[config.mk]
export PLATFORM = sky130hd
export DESIGN_NAME = glyph_cell_tight_fit_flat
export DESIGN_NICKNAME = d
export VERILOG_FILES = /design/src/design/gctf_pkg.sv /design/src/design/gctf_if.sv /design/src/design/gctf_cfg_regs.sv /design/src/design/glyph_cell_tight_fit.sv /design/src/flat_wrapper.sv
export SDC_FILE = /design/constraint.sdc
export NUM_CORES = 1
export LEC_CHECK = 0
export BUFFER_PORTS_ARGS = -buffer_cell sky130_fd_sc_hd__clkbuf_2
export CORE_ASPECT_RATIO = 1.25
export CORE_MARGIN = 3
export CORE_UTILIZATION = 45
export CTS_CLUSTER_DIAMETER = 150
export DETAILED_ROUTE_END_ITERATION = 16
export SETUP_SLACK_MARGIN = 0.3
export SLEW_MARGIN = 10
export SYNTH_ARGS = -nofsm -noshare
export SYNTH_HDL_FRONTEND = slang
export SYNTH_SLANG_ARGS = --single-unit
[constraint.sdc]
create_clock -name clk -period 5.8 [get_ports clk]
set_clock_uncertainty 0.05 [all_clocks]
set_input_delay 0.29 -clock clk [delete_from_list [all_inputs] [get_ports clk]]
set_output_delay 0.29 -clock clk [all_outputs]
set_load 0.02 [all_outputs]
[src/design/gctf_pkg.sv]
// ----------------------------------------------------------------------------
// gctf_pkg
// Types, register codes and helpers shared by the glyph cell fit block.
// ----------------------------------------------------------------------------
package gctf_pkg;

	localparam int ADDR_W       = 4;
	localparam int DATA_W       = 32;
	localparam int PIXEL_W      = 32;
	localparam int COL_W        = 6;
	localparam int WIDTH_W      = 7;
	localparam int RGB_W        = 24;
	localparam int COL_LIMIT    = 64;

	localparam logic [RGB_W-1:0]   PAPER_RESET = 24'hFF0000;
	localparam logic [WIDTH_W-1:0] WIDTH_RESET = 7'd8;

	// register index, taken from paddr[3:2]
	typedef enum logic [1:0] {
		REG_PAPER = 2'd0,
		REG_ALPHA = 2'd1,
		REG_WIDTH = 2'd2
	} reg_idx_t;

	typedef struct packed {
		logic [RGB_W-1:0]   paper;
		logic [RGB_W-1:0]   paper2;
		logic               use_alpha;
		logic [WIDTH_W-1:0] cell_width;
	} cfg_t;

	// floor(c*2/3) or floor(c*4/3), clamped to 255; x/3 as x*683 >> 11
	function automatic logic [7:0] scale_channel(input logic [7:0] c, input logic shrink);
		logic [9:0]  v;
		logic [20:0] prod;
		logic [9:0]  q;
		v    = shrink ? {1'b0, c, 1'b0} : {c, 2'b00};
		prod = 21'(v) * 21'd683;
		q    = prod[20:11];
		return (q > 10'd255) ? 8'd255 : q[7:0];
	endfunction

	function automatic logic [RGB_W-1:0] second_paper(input logic [RGB_W-1:0] p);
		logic shrink;
		shrink = p[23] | p[15] | p[7];
		return {scale_channel(p[23:16], shrink), scale_channel(p[15:8], shrink),
			scale_channel(p[7:0], shrink)};
	endfunction

endpackage

[src/design/gctf_if.sv]
// ----------------------------------------------------------------------------
// gctf_pix_if / gctf_fit_if
// Valid/ready channels for pixel words and fit result words.
// ----------------------------------------------------------------------------
interface gctf_pix_if;
	logic        valid;
	logic        ready;
	logic [31:0] pixel;
	logic [5:0]  column;
	logic        cell_end;
	logic        no_fit;

	modport source (output valid, output pixel, output column, output cell_end,
		output no_fit, input ready);
	modport sink (input valid, input pixel, input column, input cell_end,
		input no_fit, output ready);
endinterface

interface gctf_fit_if;
	logic       valid;
	logic       ready;
	logic [5:0] left_offset;
	logic [6:0] fit_width;
	logic       found;

	modport source (output valid, output left_offset, output fit_width, output found,
		input ready);
	modport sink (input valid, input left_offset, input fit_width, input found,
		output ready);
endinterface

[src/design/gctf_cfg_regs.sv]
// ----------------------------------------------------------------------------
// gctf_cfg_regs
// APB register file; derives the second paper color on each paper write.
// ----------------------------------------------------------------------------
module gctf_cfg_regs
	import gctf_pkg::*;
(
	input  logic              clk,
	input  logic              arst_n,
	input  logic              psel,
	input  logic              penable,
	input  logic              pwrite,
	input  logic [ADDR_W-1:0] paddr,
	input  logic [DATA_W-1:0] pwdata,
	output logic [DATA_W-1:0] prdata,
	output logic              pready,
	output cfg_t              cfg
);

	logic [RGB_W-1:0]   paper_q;
	logic [RGB_W-1:0]   paper2_q;
	logic               use_alpha_q;
	logic [WIDTH_W-1:0] cell_width_q;
	logic               wr_en;
	reg_idx_t           idx;

	assign pready = 1'b1;
	assign wr_en  = psel & penable & pwrite;
	assign idx    = reg_idx_t'(paddr[3:2]);

	always_ff @(posedge clk or negedge arst_n) begin
		if (!arst_n) begin
			paper_q      <= PAPER_RESET;
			paper2_q     <= second_paper(PAPER_RESET);
			use_alpha_q  <= 1'b1;
			cell_width_q <= WIDTH_RESET;
		end else if (wr_en) begin
			unique case (idx)
				REG_PAPER: begin
					paper_q  <= pwdata[RGB_W-1:0];
					paper2_q <= second_paper(pwdata[RGB_W-1:0]);
				end
				REG_ALPHA: use_alpha_q  <= pwdata[0];
				REG_WIDTH: cell_width_q <= pwdata[WIDTH_W-1:0];
				default: ;
			endcase
		end
	end

	always_comb begin
		unique case (idx)
			REG_PAPER: prdata = {{(DATA_W-RGB_W){1'b0}}, paper_q};
			REG_ALPHA: prdata = {{(DATA_W-1){1'b0}}, use_alpha_q};
			REG_WIDTH: prdata = {{(DATA_W-WIDTH_W){1'b0}}, cell_width_q};
			default:   prdata = '0;
		endcase
	end

	assign cfg = '{paper: paper_q, paper2: paper2_q, use_alpha: use_alpha_q,
		cell_width: cell_width_q};

	// derived color always tracks the stored paper
	a_paper2: assert property (@(posedge clk) disable iff (!arst_n)
		paper2_q == second_paper(paper_q))
		else $error("second paper out of step with paper");

endmodule

[src/design/glyph_cell_tight_fit.sv]
// ----------------------------------------------------------------------------
// glyph_cell_tight_fit
// Horizontal ink extent of one glyph cell from a stream of ARGB pixels.
// ----------------------------------------------------------------------------
// Usage:
//   pix carries one pixel word per handshake with its column and a cell_end
//   mark on the last pixel of the cell; no_fit is looked at on that pixel only.
//   fit carries one result word per cell: left_offset, fit_width and found.
//   Registers sit on the APB port: paper color at 0x0, alpha mode at 0x4,
//   cell width at 0x8; change them only while the block is idle.
//   Throughput is one pixel per cycle unless a cell_end word waits for the
//   result register: a pixel register feeds the ink test and min/max
//   update, which loads the result register on the cell_end word.
//   When fit stalls, one result waits in the result register and pix keeps
//   taking words until a second cell_end needs that register.
//   Reset loads the register defaults, clears the ink extent and empties
//   both stages.
// ----------------------------------------------------------------------------
module glyph_cell_tight_fit
	import gctf_pkg::*;
#(
	parameter int MAX_CELL_WIDTH = 64
) (
	input  logic              clk,
	input  logic              arst_n,
	input  logic              psel,
	input  logic              penable,
	input  logic              pwrite,
	input  logic [ADDR_W-1:0] paddr,
	input  logic [DATA_W-1:0] pwdata,
	output logic [DATA_W-1:0] prdata,
	output logic              pready,
	gctf_pix_if.sink          pix,
	gctf_fit_if.source        fit
);

	localparam int TOP_W = (MAX_CELL_WIDTH < COL_LIMIT) ? MAX_CELL_WIDTH : COL_LIMIT;
	localparam logic [WIDTH_W-1:0] TOP_WIDTH = WIDTH_W'(TOP_W);

	cfg_t cfg;

	gctf_cfg_regs u_regs (
		.clk     (clk),
		.arst_n  (arst_n),
		.psel    (psel),
		.penable (penable),
		.pwrite  (pwrite),
		.paddr   (paddr),
		.pwdata  (pwdata),
		.prdata  (prdata),
		.pready  (pready),
		.cfg     (cfg)
	);

	// pixel stage
	logic               valid_s1;
	logic [PIXEL_W-1:0] pixel_s1;
	logic [COL_W-1:0]   column_s1;
	logic               end_s1;
	logic               nofit_s1;

	// cell extent
	logic [COL_W-1:0]   first_q;
	logic [COL_W-1:0]   last_q;
	logic               seen_q;

	// result register
	logic               out_valid_q;
	logic [COL_W-1:0]   left_q;
	logic [WIDTH_W-1:0] width_q;
	logic               found_q;

	logic               out_free;
	logic               advance;
	logic [WIDTH_W-1:0] eff_width;
	logic               in_cell;
	logic               ink;
	logic [RGB_W-1:0]   rgb;
	logic [COL_W-1:0]   first_nx;
	logic [COL_W-1:0]   last_nx;
	logic               seen_nx;

	assign out_free = !out_valid_q || fit.ready;
	assign advance  = valid_s1 && (!end_s1 || out_free);
	assign pix.ready = !valid_s1 || advance;

	always_ff @(posedge clk or negedge arst_n) begin
		if (!arst_n) begin
			valid_s1 <= 1'b0;
		end else if (pix.ready) begin
			valid_s1 <= pix.valid;
		end
	end

	always_ff @(posedge clk) begin
		if (pix.ready && pix.valid) begin
			pixel_s1  <= pix.pixel;
			column_s1 <= pix.column;
			end_s1    <= pix.cell_end;
			nofit_s1  <= pix.no_fit;
		end
	end

	always_comb begin
		if (cfg.cell_width == '0) begin
			eff_width = WIDTH_W'(1);
		end else if (cfg.cell_width > TOP_WIDTH) begin
			eff_width = TOP_WIDTH;
		end else begin
			eff_width = cfg.cell_width;
		end
	end

	assign rgb     = pixel_s1[RGB_W-1:0];
	assign in_cell = {1'b0, column_s1} < eff_width;

	always_comb begin
		if (cfg.use_alpha) begin
			ink = pixel_s1[31:24] != 8'd0;
		end else begin
			ink = (rgb != cfg.paper) && (rgb != cfg.paper2);
		end
	end

	always_comb begin
		first_nx = first_q;
		last_nx  = last_q;
		seen_nx  = seen_q;
		if (in_cell && ink) begin
			seen_nx = 1'b1;
			if (!seen_q) begin
				first_nx = column_s1;
				last_nx  = column_s1;
			end else begin
				if (column_s1 < first_q) first_nx = column_s1;
				if (column_s1 > last_q)  last_nx  = column_s1;
			end
		end
	end

	always_ff @(posedge clk or negedge arst_n) begin
		if (!arst_n) begin
			first_q <= '0;
			last_q  <= '0;
			seen_q  <= 1'b0;
		end else if (advance) begin
			if (end_s1) begin
				first_q <= '0;
				last_q  <= '0;
				seen_q  <= 1'b0;
			end else begin
				first_q <= first_nx;
				last_q  <= last_nx;
				seen_q  <= seen_nx;
			end
		end
	end

	always_ff @(posedge clk or negedge arst_n) begin
		if (!arst_n) begin
			out_valid_q <= 1'b0;
		end else if (advance && end_s1) begin
			out_valid_q <= 1'b1;
		end else if (fit.ready) begin
			out_valid_q <= 1'b0;
		end
	end

	always_ff @(posedge clk) begin
		if (advance && end_s1) begin
			if (seen_nx && !nofit_s1) begin
				left_q  <= first_nx;
				width_q <= WIDTH_W'({1'b0, last_nx} - {1'b0, first_nx} + 7'd1);
				found_q <= 1'b1;
			end else begin
				left_q  <= '0;
				width_q <= eff_width;
				found_q <= 1'b0;
			end
		end
	end

	assign fit.valid       = out_valid_q;
	assign fit.left_offset = left_q;
	assign fit.fit_width   = width_q;
	assign fit.found       = found_q;

	// a waiting result never gets overwritten by the next cell
	a_no_overrun: assert property (@(posedge clk) disable iff (!arst_n)
		(out_valid_q && !fit.ready) |=> out_valid_q && $stable(left_q) && $stable(width_q))
		else $error("result register overwritten while stalled");

	a_extent_order: assert property (@(posedge clk) disable iff (!arst_n)
		seen_q |-> (first_q <= last_q))
		else $error("ink extent inverted");

	a_empty_cell: assert property (@(posedge clk) disable iff (!arst_n)
		(out_valid_q && !found_q) |-> (left_q == '0))
		else $error("empty cell reports nonzero offset");

	a_width_bound: assert property (@(posedge clk) disable iff (!arst_n)
		out_valid_q |-> (width_q != '0) && (width_q <= TOP_WIDTH)
			&& ({1'b0, left_q} + width_q <= TOP_WIDTH))
		else $error("fit extends past the cell");

	a_result_source: assert property (@(posedge clk) disable iff (!arst_n)
		$rose(out_valid_q) |-> $past(valid_s1 && end_s1))
		else $error("result without a cell end");

endmodule

[src/flat_wrapper.sv]
// flat-port wrapper written by rule: the top's interface ports become plain ports
module glyph_cell_tight_fit_flat import gctf_pkg::*;
#(
	parameter int MAX_CELL_WIDTH = 64
)
  (clk, arst_n, psel, penable, pwrite, paddr, pwdata, prdata, pready, pix_valid, pix_pixel, pix_column, pix_cell_end, pix_no_fit, pix_ready, fit_valid, fit_left_offset, fit_fit_width, fit_found, fit_ready);
  gctf_pix_if pix_i ();
  gctf_fit_if fit_i ();
  input  logic clk;
  input  logic arst_n;
  input  logic psel;
  input  logic penable;
  input  logic pwrite;
  input  logic [ADDR_W-1:0] paddr;
  input  logic [DATA_W-1:0] pwdata;
  output logic [DATA_W-1:0] prdata;
  output logic pready;
  input wire logic [$bits(pix_i.valid)-1:0] pix_valid;
  input wire logic [$bits(pix_i.pixel)-1:0] pix_pixel;
  input wire logic [$bits(pix_i.column)-1:0] pix_column;
  input wire logic [$bits(pix_i.cell_end)-1:0] pix_cell_end;
  input wire logic [$bits(pix_i.no_fit)-1:0] pix_no_fit;
  output wire logic [$bits(pix_i.ready)-1:0] pix_ready;
  output wire logic [$bits(fit_i.valid)-1:0] fit_valid;
  output wire logic [$bits(fit_i.left_offset)-1:0] fit_left_offset;
  output wire logic [$bits(fit_i.fit_width)-1:0] fit_fit_width;
  output wire logic [$bits(fit_i.found)-1:0] fit_found;
  input wire logic [$bits(fit_i.ready)-1:0] fit_ready;
  assign pix_i.valid = pix_valid;
  assign pix_i.pixel = pix_pixel;
  assign pix_i.column = pix_column;
  assign pix_i.cell_end = pix_cell_end;
  assign pix_i.no_fit = pix_no_fit;
  assign pix_ready = pix_i.ready;
  assign fit_valid = fit_i.valid;
  assign fit_left_offset = fit_i.left_offset;
  assign fit_fit_width = fit_i.fit_width;
  assign fit_found = fit_i.found;
  assign fit_i.ready = fit_ready;
  glyph_cell_tight_fit #(.MAX_CELL_WIDTH(MAX_CELL_WIDTH)) u_core (.clk(clk), .arst_n(arst_n), .psel(psel), .penable(penable), .pwrite(pwrite), .paddr(paddr), .pwdata(pwdata), .prdata(prdata), .pready(pready), .pix(pix_i), .fit(fit_i));
endmodule
==> results of run 1 <==
## Yosys cell counts, drive strengths merged, types with 19 or more instances
library cell and count:
clkbuf 19, fa 54, nor3 19, a21oi 41, and2 24, nand3 21, dfrtp 57, mux2i 35
mux2 36, inv 155, xor2 34, nor2 54, edfxtp 54, ha 191, xnor2 45, nand2 66
o21ai 28
## area by class of cell
class / count / area (µm²) / share of cell area
clock buffer: 20 / 500 / 0.0372
clock inverter: 12 / 119 / 0.00882
inverter: 155 / 582 / 0.0432
multi-input combinational: 813 / 7280 / 0.540
sequential: 125 / 3420 / 0.254
tap: 330 / 413 / 0.0306
timing repair buffer: 179 / 1160 / 0.0862
## report_power, final
group | switching [mW] | internal [mW] | leakage (nW)
Sequential | 0.189 | 1.18 | 1.36
Combinational | 1.74 | 1.47 | 4.99
Clock | 0.432 | 0.676 | 0.307
## state kept, by name, summed over array words and instances (netlist names)
name	flops
u_core.fit.left_offset	6
u_core.fit.fit_width	7
u_core.nofit_s1	1
u_core.u_regs.use_alpha_q	1
u_core.pixel_s1	32
u_core.valid_s1	1
u_core.first_q	6
u_core.u_regs.cell_width_q	7
u_core.fit.valid	1
u_core.seen_q	1
u_core.end_s1	1
u_core.last_q	6
u_core.u_regs.paper2_q	24
u_core.u_regs.paper_q	24
u_core.fit.found	1
u_core.column_s1	6
## kinds of logic (layout without fill, tap and decap cells)
kind of cell,count (synthesis),in the layout
compound gates,147,147
flops,125,125
fa+ha+maj,245,245
other cells,2,24
xor+xnor,79,79
simple gates,247,247
buf+inv,186,366
mux,71,71
## per-stage QoR
stage,utilization,area (µm²)
2_1_floorplan,-,11400
6_report,0.546,13500
3_5_place_dp,0.507,12500
3_3_place_gp,0.507,12500
4_1_cts,0.545,13400
5_1_grt,0.546,13500
## routing by layer
| layer | part of all wire | global-route usage | vias to the layer above |
|---|---|---|---|
| met5 | 0 | 0 | - |
| met4 | 0.022 | 0.0610 | 0 |
| met3 | 0.028 | 0.0298 | 38 |
| met2 | 0.51 | 0.383 | 160 |
| met1 | 0.44 | 0.257 | 4040 |
| li1 | - | - | 4162 |
## path summary, 6_finish.rpt
kind	end	slack, ps
setup reg to reg	u_core.fit.fit_width[6]	1300
setup / recovery	u_core.u_regs.paper2_q[23]	450
hold / removal	u_core.valid_s1	10
max in group asynchronous	u_core.last_q[1]	4550
hold reg to reg	u_core.last_q[3]	460
min in group asynchronous	u_core.u_regs.paper_q[12]	500
## critical path: cells and delay by family
family | cells | cell delay, ps
fa+ha+maj | 6 | 2320
compound gates | 6 | 1310
buf+inv | 8 | 910
simple gates | 2 | 370
mux | 1 | 290
xor+xnor | 1 | 140
## timing repair
| item | 4_1_cts | 5_1_grt |
|---|---|---|
| endpoints found under the setup margin | 0 | 23 |
| hold endpoints to repair | 32 | 1 |
| hold buffers | 32 | 1 |
| gates resized for setup | 0 | 4 |
| buffers inserted | 0 | 0 |
==> impl_metrics.py, run 1 <==
metrics = {
    "status": {
        "run_status": "completed",
    },
    "floorplan": {
        "dieArea_mm2": 0.0271,
        "core_area_mm2": 0.0247,
        "pin_count": 132,
        "num_rows": 64,
        "die_y_um": 183,
        "initial_core_util": 0.460,
        "die_w_um": 148,
    },
    "grt": {
        "grt_overflow": 0,
        "grt_pass1_vias": 8891,
        "grt_pass1_wl_mm": 44.9,
        "grt_max_degree": 72,
        "antenna_found_initial": 0,
        "track_usage": 0.209,
    },
    "sta": {
        "hold_viol": 0,
        "max_freq_ghz": 0.187,
        "rsz0062_at_grt": "true",
        "drv_slew": 0,
        "finalCritPeriodShare": 0.923,
        "setup_viol": 0,
        "maxSlewHeadroom": 0.245,
        "tightest_slew_ps": 1130,
        "period_needed_ps": 5350,
        "timing.final.ws_setup_ps": 449,
        "worst_hold_slack_ps": 14.0,
        "finalSetupTns_ps": 0,
    },
    "routing": {
        "drt.antenna.violating_nets": 0,
        "wire_per_inst_um": 16.5,
        "drt_first_pass_iters": 5,
        "drt_iter0_drc": 398,
        "viasPerCell": 5.14,
        "drt_wl_total_mm": 27.0,
        "drc": 0,
        "vias": 8400,
    },
    "clocking": {
        "cts_max_level": 4,
        "cts_inserted_buffers": 17,
        "cts-root-buf": "clkbuf_16",
        "clockBufferDepth": 2,
        "insertion_delay_ps": 420,
        "cts.clk_slew.worst_paths_ps": 70,
        "cts_tree": "yes",
        "clock-sinks": 125,
    },
    "placed_design": {
        "dp_cells": 1569,
        "place_hpwl_mm": 22.1,
        "io_buffers": 112,
        "post-place-ws_ps": -12.8,
        "gp_congestion": 0.871,
    },
    "power_and_ir_drop": {
        "vdd_drop_max_mv": 0.210,
        "power_density_mw_per_mm2": 422,
        "leakage_nw": 6.66,
        "power_mw": 5.69,
    },
    "worst_setup_path": {
        "critPathSlowestCell": "fa_1",
        "reg2regPathDepth": 18,
        "cp_data_required_time_ps": 6110,
        "worst_setup_path_start_kind": "input port",
        "crit_arrival_ps": 5660,
        "max_stage_delay_ps": 530,
        "cp_cell_sequence": "clkbuf_2 > nor3_4 > buf_4 > mux2i_1 > inv_1 > ha_1 > ha_1 > inv_1 > fa_1 > inv_1 > fa_1 > inv_1 > fa_1 > inv_1 > ha_1 > a211oi_1 > o21ai_1 > a2111oi_0 > buf_4 > a2111oi_2 > o21a_1 > nor2_1 > xnor2_1 > o22a_1",
        "crit_top_cell": "inv_1",
        "critical_path_class": "in2reg",
        "path_max_fanout": 8,
        "r2r-start": "u_core.u_regs.cell_width_q[6]",
        "endpoint_kind": "flop",
        "crit_path_start": "pwdata[23]",
    },
    "synth": {
        "synth_top_family_by_area": "adder cells",
        "synth_xor_area_frac": 0.0611,
        "synthCells": 1102,
        "synth_mux_area_frac": 0.0670,
        "yosysWarnings": 0,
        "synth_area_leader_cell": "ha_1",
        "async_flop_share": 0.568,
        "ys_seq_area_frac": 0.301,
        "synth-main-ff-cell": "dfrtp_1",
        "yosys.area_share.simple": 0.109,
        "netlist_area_mm2": 0.0113,
        "synth.area.top_cells": "ha_1 (21%), edfxtp_1 (14%), dfrtp_1 (13%)",
        "synth_cell_types": 65,
        "ys_seq_elements": 125,
        "synth-edff-count": 54,
        "avgSynthCellArea_um2": 10.3,
        "synthAdderAreaFrac": 0.306,
        "synth.top_cell.area_share": 0.211,
        "synth_compound_area_frac": 0.0888,
    },
    "cells_and_area": {
        "layout_commonest_cell": "ha_1",
        "synthToLayoutAreaGrowth_pct": 18.9,
        "fillers": 2251,
        "antenna_cells": 0,
        "instances_no_fill": 1634,
        "drive_gt1_frac": 0.186,
        "mostFrequentLayoutCells": "ha_1 (191), inv_1 (155), clkbuf_2 (111), nand2_1 (66), dfrtp_1 (57)",
        "fin_nets": 1619,
    },
    "hold_path": {
        "min_path_cells": 2,
        "min-delay-start": "pix_valid",
        "hp-class": "in2reg",
    },
    "job": {
        "drv_cap": 0,
    },
}
(Power assumes the default switching activity.)
==> inputs of run 2 (changes only) <==
Settings changed: BUFFER_PORTS_ARGS -buffer_cell sky130_fd_sc_hd__clkbuf_2 to -buffer_cell sky130_fd_sc_hd__buf_2.
==> run 2 against run 1 <==
Effect of this change: the run now ends with hold timing left; hold slack lost 39 ps; design area shrank 0.32%; sequential share of layout area grew 0.080 points; critical endpoint is now u_core.u_regs.paper2_q[14]; die area is the same; worst setup slack gained 110 ps; highest routed layer unchanged; routed wire length grew 0.32%; non-clock buffer count shrank 10; critical path depth shrank 2.
==> impl_metrics.py, run 2 (same netlist as run 1, synthesis figures left out) <==
metrics = {
    "power_and_ir_drop": {
        "power_mw": 5.65,
        "vdd_drop_max_mv": 0.214,
        "power_density_mw_per_mm2": 421,
        "leakage_nw": 6.62,
    },
    "grt": {
        "grt_pass1_wl_mm": 44.3,
        "busiest_layer": "met2",
        "grt_max_degree": 72,
        "use_met2": 0.379,
        "grt_overflow": 0,
        "use_met1": 0.257,
        "grt_util_met3": 0.0281,
        "grt_pass1_vias": 8694,
        "antenna_found_initial": 0,
        "track_usage": 0.208,
    },
    "clocking": {
        "insertion_delay_ps": 420,
        "cts_tree": "yes",
        "cts.clk_slew.worst_paths_ps": 60,
        "cts-root-buf": "clkbuf_16",
        "clockBufferDepth": 2,
        "clock-sinks": 125,
        "cts_max_level": 4,
        "cts_inserted_buffers": 17,
    },
    "floorplan": {
        "num_rows": 64,
        "die_y_um": 183,
        "die_w_um": 148,
        "core_area_mm2": 0.0247,
        "dieArea_mm2": 0.0271,
        "initial_core_util": 0.460,
        "pin_count": 132,
    },
    "worst_setup_path": {
        "path_max_fanout": 7,
        "cp_cell_sequence": "buf_2 > nor3_4 > mux2i_1 > inv_1 > ha_1 > ha_1 > inv_1 > fa_1 > inv_1 > fa_1 > inv_1 > fa_1 > inv_1 > ha_1 > and3_1 > o2111a_1 > a211o_1 > nand4_1 > a31o_2 > mux2i_1 > o21ai_1 > o32a_1",
        "crit_cells": 22,
        "cp_data_required_time_ps": 6050,
        "crit_top_cell": "inv_1",
        "worst_setup_path_start_kind": "input port",
        "reg2regPathDepth": 18,
        "cp.buffers_inverters": 6,
        "critPathSlowestCell": "fa_1",
        "critical_path_class": "in2reg",
        "max_stage_delay_ps": 530,
        "crit_family": "adder cells",
        "endpoint_kind": "flop",
        "crit_arrival_ps": 5490,
    },
    "routing": {
        "wire_per_inst_um": 16.7,
        "drt_wl_total_mm": 27.1,
        "drt_iter0_drc": 334,
        "vias": 8362,
        "drc": 0,
        "viasPerCell": 5.15,
        "drt_first_pass_iters": 4,
        "drt.antenna.violating_nets": 0,
    },
    "sta": {
        "period_needed_ps": 5240,
        "finalSetupTns_ps": 0,
        "hold_viol": 10,
        "drv_slew": 0,
        "tightest_slew_ps": 1070,
        "setup_viol": 0,
        "finalCritPeriodShare": 0.903,
        "max_freq_ghz": 0.191,
        "worst_hold_slack_ps": -25.0,
        "maxSlewHeadroom": 0.288,
        "rsz0062_at_grt": "true",
    },
    "placed_design": {
        "gp_congestion": 0.840,
        "place_hpwl_mm": 22.0,
        "io_buffers": 112,
    },
    "cells_and_area": {
        "drive_gt1_frac": 0.182,
        "largest_register": "u_core.pixel_s1",
        "synthToLayoutAreaGrowth_pct": 18.5,
        "layout_commonest_cell": "ha_1",
        "fin_util": 0.544,
        "antenna_cells": 0,
        "mostFrequentLayoutCells": "ha_1 (191), inv_1 (155), buf_2 (111), nand2_1 (65), dfrtp_1 (57)",
        "fin_nets": 1609,
        "largest_register_ffs": 32,
        "top_regs": "u_core.pixel_s1 (32), u_core.u_regs.paper2_q (24), u_core.u_regs.paper_q (24)",
    },
    "job": {
        "drv_cap": 0,
    },
    "hold_path": {
        "hp-class": "in2async",
    },
    "status": {
        "violations": "hold timing",
        "run_status": "finished, violations left",
    },
}
run 2: cell count changes in the layout (fill, tap and decap cells not counted), moves of 2 or more:
cell | previous run | this run
buf_2 | 0 | 111
o21ai_1 | 3 | 5
clkbuf_2 | 111 | 0
inv_8 | 2 | 0
buf_4 | 34 | 24
run 2: repair_timing:
item,in CTS,in global routing
endpoints found under the setup margin,0,11
hold endpoints to repair,30,3
hold buffers,30,3
resized for setup,0,9
buffers inserted,0,0
run 2: final timing paths:
path	endpoint	start	slack (ps)
setup / recovery	u_core.u_regs.paper2_q[14]	pwdata[23]	560
hold / removal	u_core.u_regs.paper_q[12]	arst_n	-30
setup reg to reg	u_core.fit.fit_width[6]	u_core.u_regs.cell_width_q[6]	1300
hold reg to reg	u_core.last_q[3]	u_core.last_q[3]	460
max in group asynchronous	u_core.last_q[1]	arst_n	5110
min in group clk	u_core.pixel_s1[12]	pix_pixel[12]	10
run 2: through the flow:
stage | hold slack (ps) | setup WS (ps) | std cells | cell area (µm²)
floorplan | -55.6 | 376 | 1124 | 11400
global placement | 417 | 174 | 1559 | 12400
detailed placement | 418 | 56.7 | 1559 | 12400
CTS | 0.425 | 485 | 1621 | 13400
global route | 0.420 | 296 | 1624 | 13400
finish | -25.0 | 560 | 1624 | 13400
run 2: report_power, final:
part / switching, mW / internal (mW) / leakage (nW) / total, mW
combinational: 1.71 / 1.45 / 4.95 / 3.17
clock: 0.410 / 0.708 / 0.316 / 1.12
sequential: 0.187 / 1.18 / 1.36 / 1.37
run 2: cell type report:
cell class,count,area [µm²]
fill,2297,11200
multi-input combinational,813,7300
sequential,125,3420
timing repair buffer,169,1090
inverter,155,582
clock buffer,23,543
tap,330,413
clock inverter,9,87.6
run 2: routing by layer:
metal,wire length (µm),vias up
met1,11700,4027
met3,833,37
li1,-,4138
met4,655,0
met2,13900,160
met5,0,-
